--- src/rtl/ffba_pkg.sv ---
// package for the first-fit block allocator
// holds op and status codes and default parameter values
package ffba_pkg;
  localparam int DEF_MAX_BLOCKS   = 64;
  localparam int DEF_HEADER_BYTES = 24;
  localparam int SIZE_W = 24;
  localparam int ADDR_W = 32;

  typedef enum logic [1:0] {
    OP_INIT  = 2'd0,
    OP_ALLOC = 2'd1,
    OP_FREE  = 2'd2,
    OP_DONE  = 2'd3
  } op_t;

  typedef enum logic [2:0] {
    ST_OK        = 3'd0,
    ST_BAD_ARG   = 3'd1,
    ST_NO_FIT    = 3'd2,
    ST_NOT_READY = 3'd3,
    ST_NOT_FOUND = 3'd4
  } status_t;
endpackage

--- src/rtl/first_fit_block_allocator.sv ---
// first-fit block allocator with coalescing, top level
// uses ffba_pkg; one block table memory walked by a small sequencer
//
//  channel | valid     | stall     | payload
//  in      | in_valid  | in_stall  | in_op, in_request_size, in_address
//  out     | out_valid | out_stall | out_result_address, out_status
//
// one transaction at a time; allocate and free walk the block table entry by entry and
// shift later entries up to split a block or down to merge neighbours
// done clears by resetting the count, no sweep; table contents need no reset
// in_stall is high while a transaction is at work or a result waits for the output register
module first_fit_block_allocator
  import ffba_pkg::*;
#(
  parameter int MAX_BLOCKS   = DEF_MAX_BLOCKS,
  parameter int HEADER_BYTES = DEF_HEADER_BYTES
) (
  input  logic              clk,
  input  logic              rst_n,
  input  logic              in_valid,
  output logic              in_stall,
  input  logic [1:0]        in_op,
  input  logic [SIZE_W-1:0] in_request_size,
  input  logic [ADDR_W-1:0] in_address,
  output logic              out_valid,
  input  logic              out_stall,
  output logic [ADDR_W-1:0] out_result_address,
  output logic [2:0]        out_status
);
  localparam int IDX_W = $clog2(MAX_BLOCKS);
  localparam int CNT_W = $clog2(MAX_BLOCKS + 1);
  localparam logic [SIZE_W-1:0] HDR = SIZE_W'(HEADER_BYTES);
  localparam logic [CNT_W-1:0] CNT_MAX = CNT_W'(MAX_BLOCKS);

  typedef enum logic [3:0] {
    S_IDLE, S_RD, S_CHK, S_SHUP_RD, S_SHUP_WR, S_SPLIT, S_LEFT_RD, S_LEFT_CHK,
    S_RIGHT_RD, S_RIGHT_CHK, S_SHDN_RD, S_SHDN_WR, S_RESP
  } state_t;

  state_t state_r;
  logic [SIZE_W:0]   mem_r [MAX_BLOCKS];
  logic [SIZE_W:0]   rd_r;
  logic [IDX_W-1:0]  rd_addr;
  logic              we;
  logic [IDX_W-1:0]  wr_addr;
  logic [SIZE_W:0]   wr_data;

  logic [1:0]        op_r;
  logic [SIZE_W-1:0] size_r;
  logic [ADDR_W-1:0] addr_r;
  logic [CNT_W-1:0]  count_r;
  logic [ADDR_W-1:0] base_r;
  logic              ready_r;
  logic [CNT_W-1:0]  idx_r;
  logic [CNT_W-1:0]  k_r;
  logic [ADDR_W-1:0] pos_r;
  logic [SIZE_W-1:0] pay_r;
  logic [SIZE_W-1:0] keep_r;
  logic [CNT_W-1:0]  drop_r;
  logic              out_valid_r;
  logic [ADDR_W-1:0] res_r;
  logic [2:0]        status_r;

  logic [ADDR_W-1:0] hdr_pos;
  logic [SIZE_W-1:0] rd_pay;
  logic              rd_used;
  assign rd_pay  = rd_r[SIZE_W-1:0];
  assign rd_used = rd_r[SIZE_W];
  assign hdr_pos = pos_r + ADDR_W'(HEADER_BYTES);

  always_ff @(posedge clk) begin
    if (we) mem_r[wr_addr] <= wr_data;
    rd_r <= mem_r[rd_addr];
  end

  always_comb begin
    rd_addr = idx_r[IDX_W-1:0];
    we = 1'b0;
    wr_addr = idx_r[IDX_W-1:0];
    wr_data = '0;
    case (state_r)
      S_SHUP_RD: rd_addr = IDX_W'(k_r - 1'b1);
      S_SHUP_WR: begin
        we = 1'b1;
        wr_addr = k_r[IDX_W-1:0];
        wr_data = rd_r;
      end
      S_SPLIT: begin
        we = 1'b1;
        wr_addr = IDX_W'(idx_r + 1'b1);
        wr_data = {1'b0, keep_r};
      end
      S_LEFT_RD: rd_addr = IDX_W'(idx_r - 1'b1);
      S_RIGHT_RD: rd_addr = IDX_W'(idx_r + 1'b1);
      S_SHDN_RD: rd_addr = IDX_W'(k_r + 1'b1);
      S_SHDN_WR: begin
        we = 1'b1;
        wr_addr = k_r[IDX_W-1:0];
        wr_data = rd_r;
      end
      default: ;
    endcase
    if (state_r == S_CHK && op_r == OP_ALLOC && !rd_used && rd_pay >= size_r) begin
      we = 1'b1;
      wr_data = {1'b1, rd_pay};
      if (rd_pay - size_r >= HDR && rd_pay != size_r && count_r < CNT_MAX)
        wr_data = {1'b1, size_r};
    end
    if (state_r == S_CHK && op_r == OP_FREE && hdr_pos == addr_r) begin
      we = 1'b1;
      wr_data = {1'b0, rd_pay};
    end
    if (state_r == S_LEFT_CHK && !rd_used && rd_pay != '0) begin
      we = 1'b1;
      wr_addr = IDX_W'(idx_r - 1'b1);
      wr_data = {1'b0, rd_pay + pay_r + HDR};
    end
    if (state_r == S_RIGHT_CHK && !rd_used && pay_r != '0) begin
      we = 1'b1;
      wr_data = {1'b0, rd_pay + pay_r + HDR};
    end
  end

  always_ff @(posedge clk) begin
    if (!rst_n) begin
      state_r <= S_IDLE;
      count_r <= '0;
      base_r <= '0;
      ready_r <= 1'b0;
      out_valid_r <= 1'b0;
    end else begin
      case (state_r)
        S_IDLE: begin
          if (in_valid) begin
            op_r <= in_op;
            size_r <= in_request_size;
            addr_r <= in_address;
            idx_r <= '0;
            pos_r <= base_r;
            res_r <= '0;
            status_r <= ST_OK;
            state_r <= S_RESP;
            case (op_t'(in_op))
              OP_INIT: begin
                if (in_address == '0) status_r <= ST_BAD_ARG;
                else if (ready_r) status_r <= ST_NOT_READY;
                else if (in_request_size <= HDR) status_r <= ST_BAD_ARG;
                else begin
                  keep_r <= in_request_size - HDR;
                  idx_r <= '1;
                  base_r <= in_address;
                  count_r <= CNT_W'(1);
                  ready_r <= 1'b1;
                  state_r <= S_SPLIT;
                end
              end
              OP_ALLOC: begin
                if (in_request_size == '0) status_r <= ST_BAD_ARG;
                else if (!ready_r) status_r <= ST_NOT_READY;
                else if (count_r == '0) status_r <= ST_NO_FIT;
                else state_r <= S_RD;
              end
              OP_FREE: begin
                if (in_address == '0) status_r <= ST_OK;
                else if (!ready_r) status_r <= ST_NOT_READY;
                else if (count_r == '0) status_r <= ST_NOT_FOUND;
                else state_r <= S_RD;
              end
              default: begin
                count_r <= '0;
                base_r <= '0;
                ready_r <= 1'b0;
              end
            endcase
          end
        end
        S_RD: state_r <= S_CHK;
        S_CHK: begin
          if (op_r == OP_ALLOC) begin
            if (!rd_used && rd_pay >= size_r) begin
              res_r <= hdr_pos;
              state_r <= S_RESP;
              if (rd_pay - size_r >= HDR && rd_pay != size_r && count_r < CNT_MAX) begin
                keep_r <= rd_pay - size_r - HDR;
                k_r <= count_r;
                state_r <= (count_r == idx_r + 1'b1) ? S_SPLIT : S_SHUP_RD;
              end
            end else if (idx_r + 1'b1 == count_r) begin
              status_r <= ST_NO_FIT;
              state_r <= S_RESP;
            end else begin
              idx_r <= idx_r + 1'b1;
              pos_r <= hdr_pos + ADDR_W'(rd_pay);
              state_r <= S_RD;
            end
          end else begin
            if (hdr_pos == addr_r) begin
              pay_r <= rd_pay;
              state_r <= (idx_r != '0) ? S_LEFT_RD : S_RIGHT_RD;
            end else if (idx_r + 1'b1 == count_r) begin
              status_r <= ST_NOT_FOUND;
              state_r <= S_RESP;
            end else begin
              idx_r <= idx_r + 1'b1;
              pos_r <= hdr_pos + ADDR_W'(rd_pay);
              state_r <= S_RD;
            end
          end
        end
        S_SHUP_RD: state_r <= S_SHUP_WR;
        S_SHUP_WR: begin
          k_r <= k_r - 1'b1;
          state_r <= (k_r - 1'b1 == idx_r + 1'b1) ? S_SPLIT : S_SHUP_RD;
        end
        S_SPLIT: begin
          if (op_r == OP_ALLOC) count_r <= count_r + 1'b1;
          state_r <= S_RESP;
        end
        S_LEFT_RD: state_r <= S_LEFT_CHK;
        S_LEFT_CHK: begin
          if (!rd_used && rd_pay != '0) begin
            pay_r <= rd_pay + pay_r + HDR;
            drop_r <= idx_r;
            idx_r <= idx_r - 1'b1;
            k_r <= idx_r;
            state_r <= (idx_r + 1'b1 < count_r) ? S_SHDN_RD : S_RESP;
            count_r <= count_r - 1'b1;
          end else begin
            state_r <= S_RIGHT_RD;
          end
        end
        S_RIGHT_RD: state_r <= (idx_r + 1'b1 < count_r) ? S_RIGHT_CHK : S_RESP;
        S_RIGHT_CHK: begin
          if (!rd_used && pay_r != '0) begin
            drop_r <= '0;
            k_r <= idx_r + 1'b1;
            count_r <= count_r - 1'b1;
            state_r <= (idx_r + 2'd2 < count_r) ? S_SHDN_RD : S_RESP;
          end else begin
            state_r <= S_RESP;
          end
        end
        S_SHDN_RD: state_r <= S_SHDN_WR;
        S_SHDN_WR: begin
          k_r <= k_r + 1'b1;
          if (k_r + 1'b1 < count_r) state_r <= S_SHDN_RD;
          else if (drop_r != '0) state_r <= S_RIGHT_RD;
          else state_r <= S_RESP;
          if (k_r + 1'b1 >= count_r) drop_r <= '0;
        end
        S_RESP: begin
          if (!out_valid_r || !out_stall) begin
            out_valid_r <= 1'b1;
            state_r <= S_IDLE;
          end
        end
        default: state_r <= S_IDLE;
      endcase
      if (out_valid_r && !out_stall && state_r != S_RESP) out_valid_r <= 1'b0;
    end
  end

  always_ff @(posedge clk) begin
    if (state_r == S_RESP && (!out_valid_r || !out_stall)) begin
      out_result_address <= res_r;
      out_status <= status_r;
    end
  end

  assign in_stall  = (state_r != S_IDLE);
  assign out_valid = out_valid_r;
endmodule

--- config.mk ---
export PLATFORM = sky130hd
export DESIGN_NAME = first_fit_block_allocator
export DESIGN_NICKNAME = d
export VERILOG_FILES = /design/src/rtl/ffba_pkg.sv /design/src/rtl/first_fit_block_allocator.sv
export SDC_FILE = /design/constraint.sdc
export NUM_CORES = 2
export LEC_CHECK = 0
export BUFFER_PORTS_ARGS = -buffer_cell sky130_fd_sc_hd__buf_4
export CORE_MARGIN = 2
export CORE_UTILIZATION = 50
export CTS_CLUSTER_DIAMETER = 200
export CTS_CLUSTER_SIZE = 30
export DETAILED_ROUTE_END_ITERATION = 16
export GPL_TIMING_DRIVEN = 0
export PLACE_DENSITY = 0.65
export SETUP_SLACK_MARGIN = 0.1
export SYNTH_ARGS = -nofsm -noshare
export SYNTH_HDL_FRONTEND = slang
export SYNTH_SLANG_ARGS = --single-unit
export TNS_END_PERCENT = 100
--- constraint.sdc ---
create_clock -name clk -period 16.53 [get_ports clk]
set_input_delay 0.8265 -clock clk [delete_from_list [all_inputs] [get_ports clk]]
set_output_delay 0.8265 -clock clk [all_outputs]
set_load 0.02 [all_outputs]
# == Word level (Yosys, flattened, before mapping) ==
# Memory sizes are Yosys's and may differ from the RTL's. A register that Yosys moved wholly into a read port is not among the register bits.
# Cells that the tools add are included.
# classes
bitwise_logic,2
n_lt_le_gt_ge,8
muxes,119
addsub,14
n_reduce_logical,55
n_eq_ne,47
# op_table
cell,n
two-way mux 32 bit,11
two-way mux 24 bit,12
case mux 32 bit (2 select lines),3
two-way mux 7 bit,24
two-way mux 25 bit,4
case mux 24 bit (2 select lines),2
two-way mux 4 bit,15
two-way mux 3 bit,18
case mux 4 bit (13 select lines),1
case mux 25 bit (2 select lines),1
nonzero test 24 bit,2
subtractor 24 x 5 -> 24 bit (second input constant),2
case mux 7 bit (3 select lines),2
case mux 7 bit (5 select lines),1
adder 32 x 24 -> 32 bit,1
adder 32 x 5 -> 32 bit (second input constant),1
equality test 32 bit,1
zero test 32 bit,1
case mux 7 bit (4 select lines),1
adder 24 bit,1
adder 24 x 5 -> 24 bit (second input constant),1
>= comparator 24 bit,1
>= comparator 24 x 5 -> 1 bit (second input constant),1
less-or-equal comparator 24 x 5 -> 1 bit (second input constant),1
52 further kinds,137
# word_totals
elab_cells,264
ramBits,1600
out_inout_bits,37
memories,1
input_bits,62
ff_bits,274
# mem_list
name,words,word_bits,read_ports,rd_ports_with_merged_regs,wr,line_no,source
mem_r,64,25,1,1,1,first_fit_block_allocator.sv:41,logic [SIZE_W:0] mem_r [MAX_BLOCKS];

# == Logic depth before layout (Yosys ltp) ==
# depth
word_depth,10
mapped_depth,18

# == Least setup slack after synthesis ==
# Ideal clock, no wire load.
# synth_path
path_kind,flip-flop to flip-flop
startpoint,"register rd_r[4], read port of mem_r"
endpoint,memory mem_r[0][23] (netlist bit) (data pin)
setup_time_ns,0.542
path_buffers,1
arrival_time_ns,5.258
path_slack_ns,10.730
path_stages_with_launch,13
path_cell_list,dfxtp_1 -> ha_1 -> a21o_1 -> or3_1 -> o211a_1 -> or3_1 -> a2111o_1 -> or4_4 -> nand4b_4 -> or3_1 -> buf_2 -> mux2i_1 -> o211ai_1
# synth_between
elab_chain_len,9
elab_cells_between_ends,16
# synth_rtl
item,line_no,source
start: declaration,first_fit_block_allocator.sv:42,logic [SIZE_W:0] rd_r;
subtractor 24 bit,first_fit_block_allocator.sv:106,if (rd_pay - size_r >= HDR && rd_pay != size_r && count_r < CNT_MAX)
>= comparator 24 x 5 -> 1 bit,first_fit_block_allocator.sv:106,
logical AND 1 bit (2 in a row),first_fit_block_allocator.sv:106,
two-way mux 24 bit,first_fit_block_allocator.sv:106,
two-way mux 25 bit,first_fit_block_allocator.sv:103,if (state_r == S_CHK && op_r == OP_ALLOC && !rd_used && rd_pay >= size_r) begin
two-way mux 25 bit,first_fit_block_allocator.sv:109,if (state_r == S_CHK && op_r == OP_FREE && hdr_pos == addr_r) begin
two-way mux 25 bit,first_fit_block_allocator.sv:113,if (state_r == S_LEFT_CHK && !rd_used && rd_pay != '0) begin
two-way mux 25 bit (*),first_fit_block_allocator.sv:118,if (state_r == S_RIGHT_CHK && !rd_used && pay_r != '0) begin
net wr_data[23],first_fit_block_allocator.sv:46,logic [SIZE_W:0] wr_data;
end: declaration,first_fit_block_allocator.sv:41,
# The timed path passes the listed nets; every way through them passes the cells marked *.

# == Final worst setup path ==
# layout_path
startpoint,register idx_r[0]
endpoint,"register rd_r[22], read port of mem_r"
# layout_between
elab_chain_len,2
elab_cells_between_ends,3
# layout_rtl
item,line_no,source
start: declaration,first_fit_block_allocator.sv:54,logic [CNT_W-1:0] idx_r;
start signal: assignment,first_fit_block_allocator.sv:192,idx_r <= idx_r + 1'b1;
start signal: assignment,first_fit_block_allocator.sv:204,idx_r <= idx_r + 1'b1;
start signal: assignment,first_fit_block_allocator.sv:224,idx_r <= idx_r - 1'b1;
adder 7 x 1 -> 7 bit / subtractor 7 x 1 -> 7 bit (equally long branches),-,
case mux 6 bit (4 select lines) (*),first_fit_block_allocator.sv:81,case (state_r)
# Every way passes the cells marked *; elsewhere a longest branch is shown, timed or not.
# A chain may end at the register's enable or synchronous reset.

==> flow_summary.json <==
{
  "max_cap_violations": 2,
  "synth_edf_count": 1829,
  "clock_latency_ps": 760,
  "die_width_um": 414,
  "min-delay-path-class": "primary input to flop",
  "skew_ps": 54.5,
  "io_pins": 99,
  "postCtsHoldBufs": 0,
  "htree_levels": 3,
  "nNetsFinal": 6369,
  "ir_drop_uv": 98.6,
  "synth_seq_cells": 1899,
  "p_leak_nw": 30.9,
  "drt_pass1_iterations": 6,
  "track_usage_pct": 29.0,
  "postRouteWirelength_mm": 255,
  "clockBufferDepth": 3,
  "grt_pass1_vias": 50400,
  "cts_buffers": 73,
  "io_buffers": 97,
  "cts_tree": "yes",
  "place_inst": 8299,
  "gr-total-overflow": 0,
  "grt_pass1_wl_mm": 361,
  "max_freq_ghz": 0.123,
  "yosysWarningCount": 0,
  "dieHeight_um": 414,
  "relSlewSlack_pct": -6.07,
  "dp_hpwl_mm": 182,
  "slew_viol_final": 5,
  "area_growth_pct": 8.86,
  "post_cts_buffers": 0,
  "ys_types": 84,
  "num_rows": 150,
  "setup-tns-final_ps": 0,
  "final_util_pct": 54.8,
  "power_density_nw_per_um2": 184,
  "ant_nets": 0,
  "rsz0062_at_grt": "no",
  "path_buf_inv": 8,
  "cp_top_family": "buffers and inverters",
  "max_stage_delay_ps": 1150,
  "cts_resized": 0,
  "antenna_found_initial": 10,
  "finalCriticalPeriod_ps": 8160,
  "cts_root_buf": "clkbuf_16",
  "grt_max_degree": 65,
  "synth_ff_type": "edfxtp_1",
  "num_vias": 53200,
  "crit_fanout": 10,
  "drc_errors": 0,
  "failed_checks": "max-capacitance violations, max-slew violations",
  "ys_seq_area_share_pct": 66.9,
  "path_cells": "buf_1 -> inv_1 -> ha_1 -> buf_1 -> mux2i_1 -> o32ai_1 -> a221oi_1 -> buf_2 -> buf_2 -> clkbuf_1 -> clkbuf_1 -> buf_1 -> mux2i_1 -> a21oi_1 -> a211oi_1 -> a21oi_1 -> a221o_1",
  "drive_gt1_share_pct": 7.67,
  "path_clk_slew_ps": 130,
  "finalHoldViolCount": 0,
  "outcome": "finished with violations",
  "setup_violations": 0,
  "synth_cells": 5922,
  "syn_area_um2": 84200,
  "path_common_cell": "buf_1",
  "crit_slowest_cell": "clkbuf_1",
  "cp-end-kind": "flop",
  "clkSinkCount": 1899,
  "startpoint_type": "flop",
  "synth.avg_cell_area_um2": 14.2,
  "syn-num-nets": 6121,
  "dieArea_um2": 172000,
  "place.gp.congestion": 1.00,
  "worstPathArrival_ps": 8770,
  "coreArea_um2": 167000,
  "required_ps": 17140,
  "fin_crit_sh_pct": 49.4,
  "async_flop_share_pct": 0,
  "final.fill_count": 13600,
  "avgViaCountPerCell": 6.34,
  "worst_slew_pin_slew_ps": 1580,
  "start_util_pct": 50.3,
  "drt_iter0_markers": 6551,
  "critical_path_class": "flop to flop",
  "stdcell_count": 8398,
  "wl_per_cell_um": 30.3
}
cell usage after synthesis (all sizes together), types with 86 or more instances:
cell type,number,share of area (%)
o21ai,136,0.81
a21oi,340,2.0
xor2,86,0.89
clkbuf,266,1.2
ha,133,2.0
a211oi,494,4.4
edfxtp,1829,65
nor2b,292,2.2
xnor2,96,1.0
nand2,247,1.1
mux2i,659,7.8
nor2,217,0.97
buf,94,0.47
inv,100,0.45
flip-flops by register name, summed over array words and instances, names as in the netlist, 24 cells and up:
register            flops
base_r                 32
size_r                 24
pay_r                  24
out_result_address     32
keep_r                 24
addr_r                 32
pos_r                  32
rd_r                   25
mem_r                1600
res_r                  32
layout by cell type, fill, tap and decap left out, types with 29 or more instances in the layout:
master     synthesis  routed
xor2_1            86      86
a21boi_0          47      47
mux2_2            56      56
buf_4              0     102
nand3_1           83      83
xnor2_1           96      96
nor2_2             0      43
buf_2             31      35
ha_1             133     133
clkbuf_1         266     281
and3_1            50      49
buf_1             62      60
edfxtp_1        1829    1829
o21ai_0          131     131
a21oi_1          340     337
o32ai_1           29      29
mux2i_1          659     659
a211oi_1         493     492
nor2b_1          292     292
nor3_1            50      49
inv_1            100     100
nand2b_1          30      30
buf_8              0      35
nand2_1          247     246
a221o_1           49      31
a21o_1            33      33
dfxtp_1           70      70
nor2_1           217     152
clkbuf_16          0      76
nor4_1            42      41
nand4_1           29      29
o211ai_1          40      40
logic make-up (layout without fill, tap and decap cells):
group | after synthesis | count (layout) | synth area share [%]
adder cells (fa/ha/maj) | 137 | 137 | 2.07
flip-flops | 1899 | 1899 | 66.9
AND/OR/NAND/NOR | 1147 | 1147 | 7.07
buffers and inverters | 460 | 730 | 2.11
other | 0 | 2 | 0
AO/OA/AOI/OAI | 1380 | 1380 | 11.3
XOR/XNOR | 184 | 184 | 1.95
multiplexers | 715 | 715 | 8.59
final timing paths:
| kind | start | endpoint | slack, ps | cells past startpoint |
|---|---|---|---|---|
| worst max-delay path | idx_r[0] | rd_r[22] | 8370 | 17 |
| worst min-delay path | in_address[10] | addr_r[10] | 270 | 1 |
| worst max register to register | idx_r[0] | rd_r[22] | 8370 | 17 |
| worst min register to register | res_r[27] | out_result_address[27] | 420 | 0 |
worst reg2reg max path: cells and delay by family (launching register included):
family	cells	cell delay, ps
buffers and inverters	8	4350
DFF	1	580
adders and majority gates	1	380
muxes	2	470
AOI/OAI and AO/OA	6	2220
per-layer routing:
metal / wire length (um) / GRT usage (%)
met5: 63 / 0
met4: 9940 / 10.2
met3: 19800 / 4.18
met2: 117000 / 45.9
met1: 108000 / 41.3
layout make-up:
class	instances	area (um2)	area share, %
flip-flops and latches	1899	56300	61.5
multi-input cells	3563	26600	29.1
well taps	2204	2760	3.01
repair buffers	173	2080	2.27
clock buffers	92	1960	2.14
plain buffers	360	1400	1.53
inverters	100	375	0.410
clock inverters	5	95.1	0.104
diodes	2	5.00	0.00546
power breakdown:
group / internal (mW) / leakage (nW) / switching (mW)
logic: 2.56 / 12.5 / 5.89
registers: 5.86 / 17.4 / 0.234
clock network: 0.860 / 0.998 / 1.46
total: 9.28 / 30.9 / 7.58
metrics by stage:
step                power, mW  setup slack (ps)  cell area, um2  hold slack [ps]
finish                   16.9              8370           91600              270
global route             17.4              8390           91600              232
CTS                      16.7              8560           91600              230
detailed placement       14.5              8640           89600              405
global placement         14.3              5490           87700              402
floorplan                11.0             10730           84200              400
(Power assumes the default switching activity.)
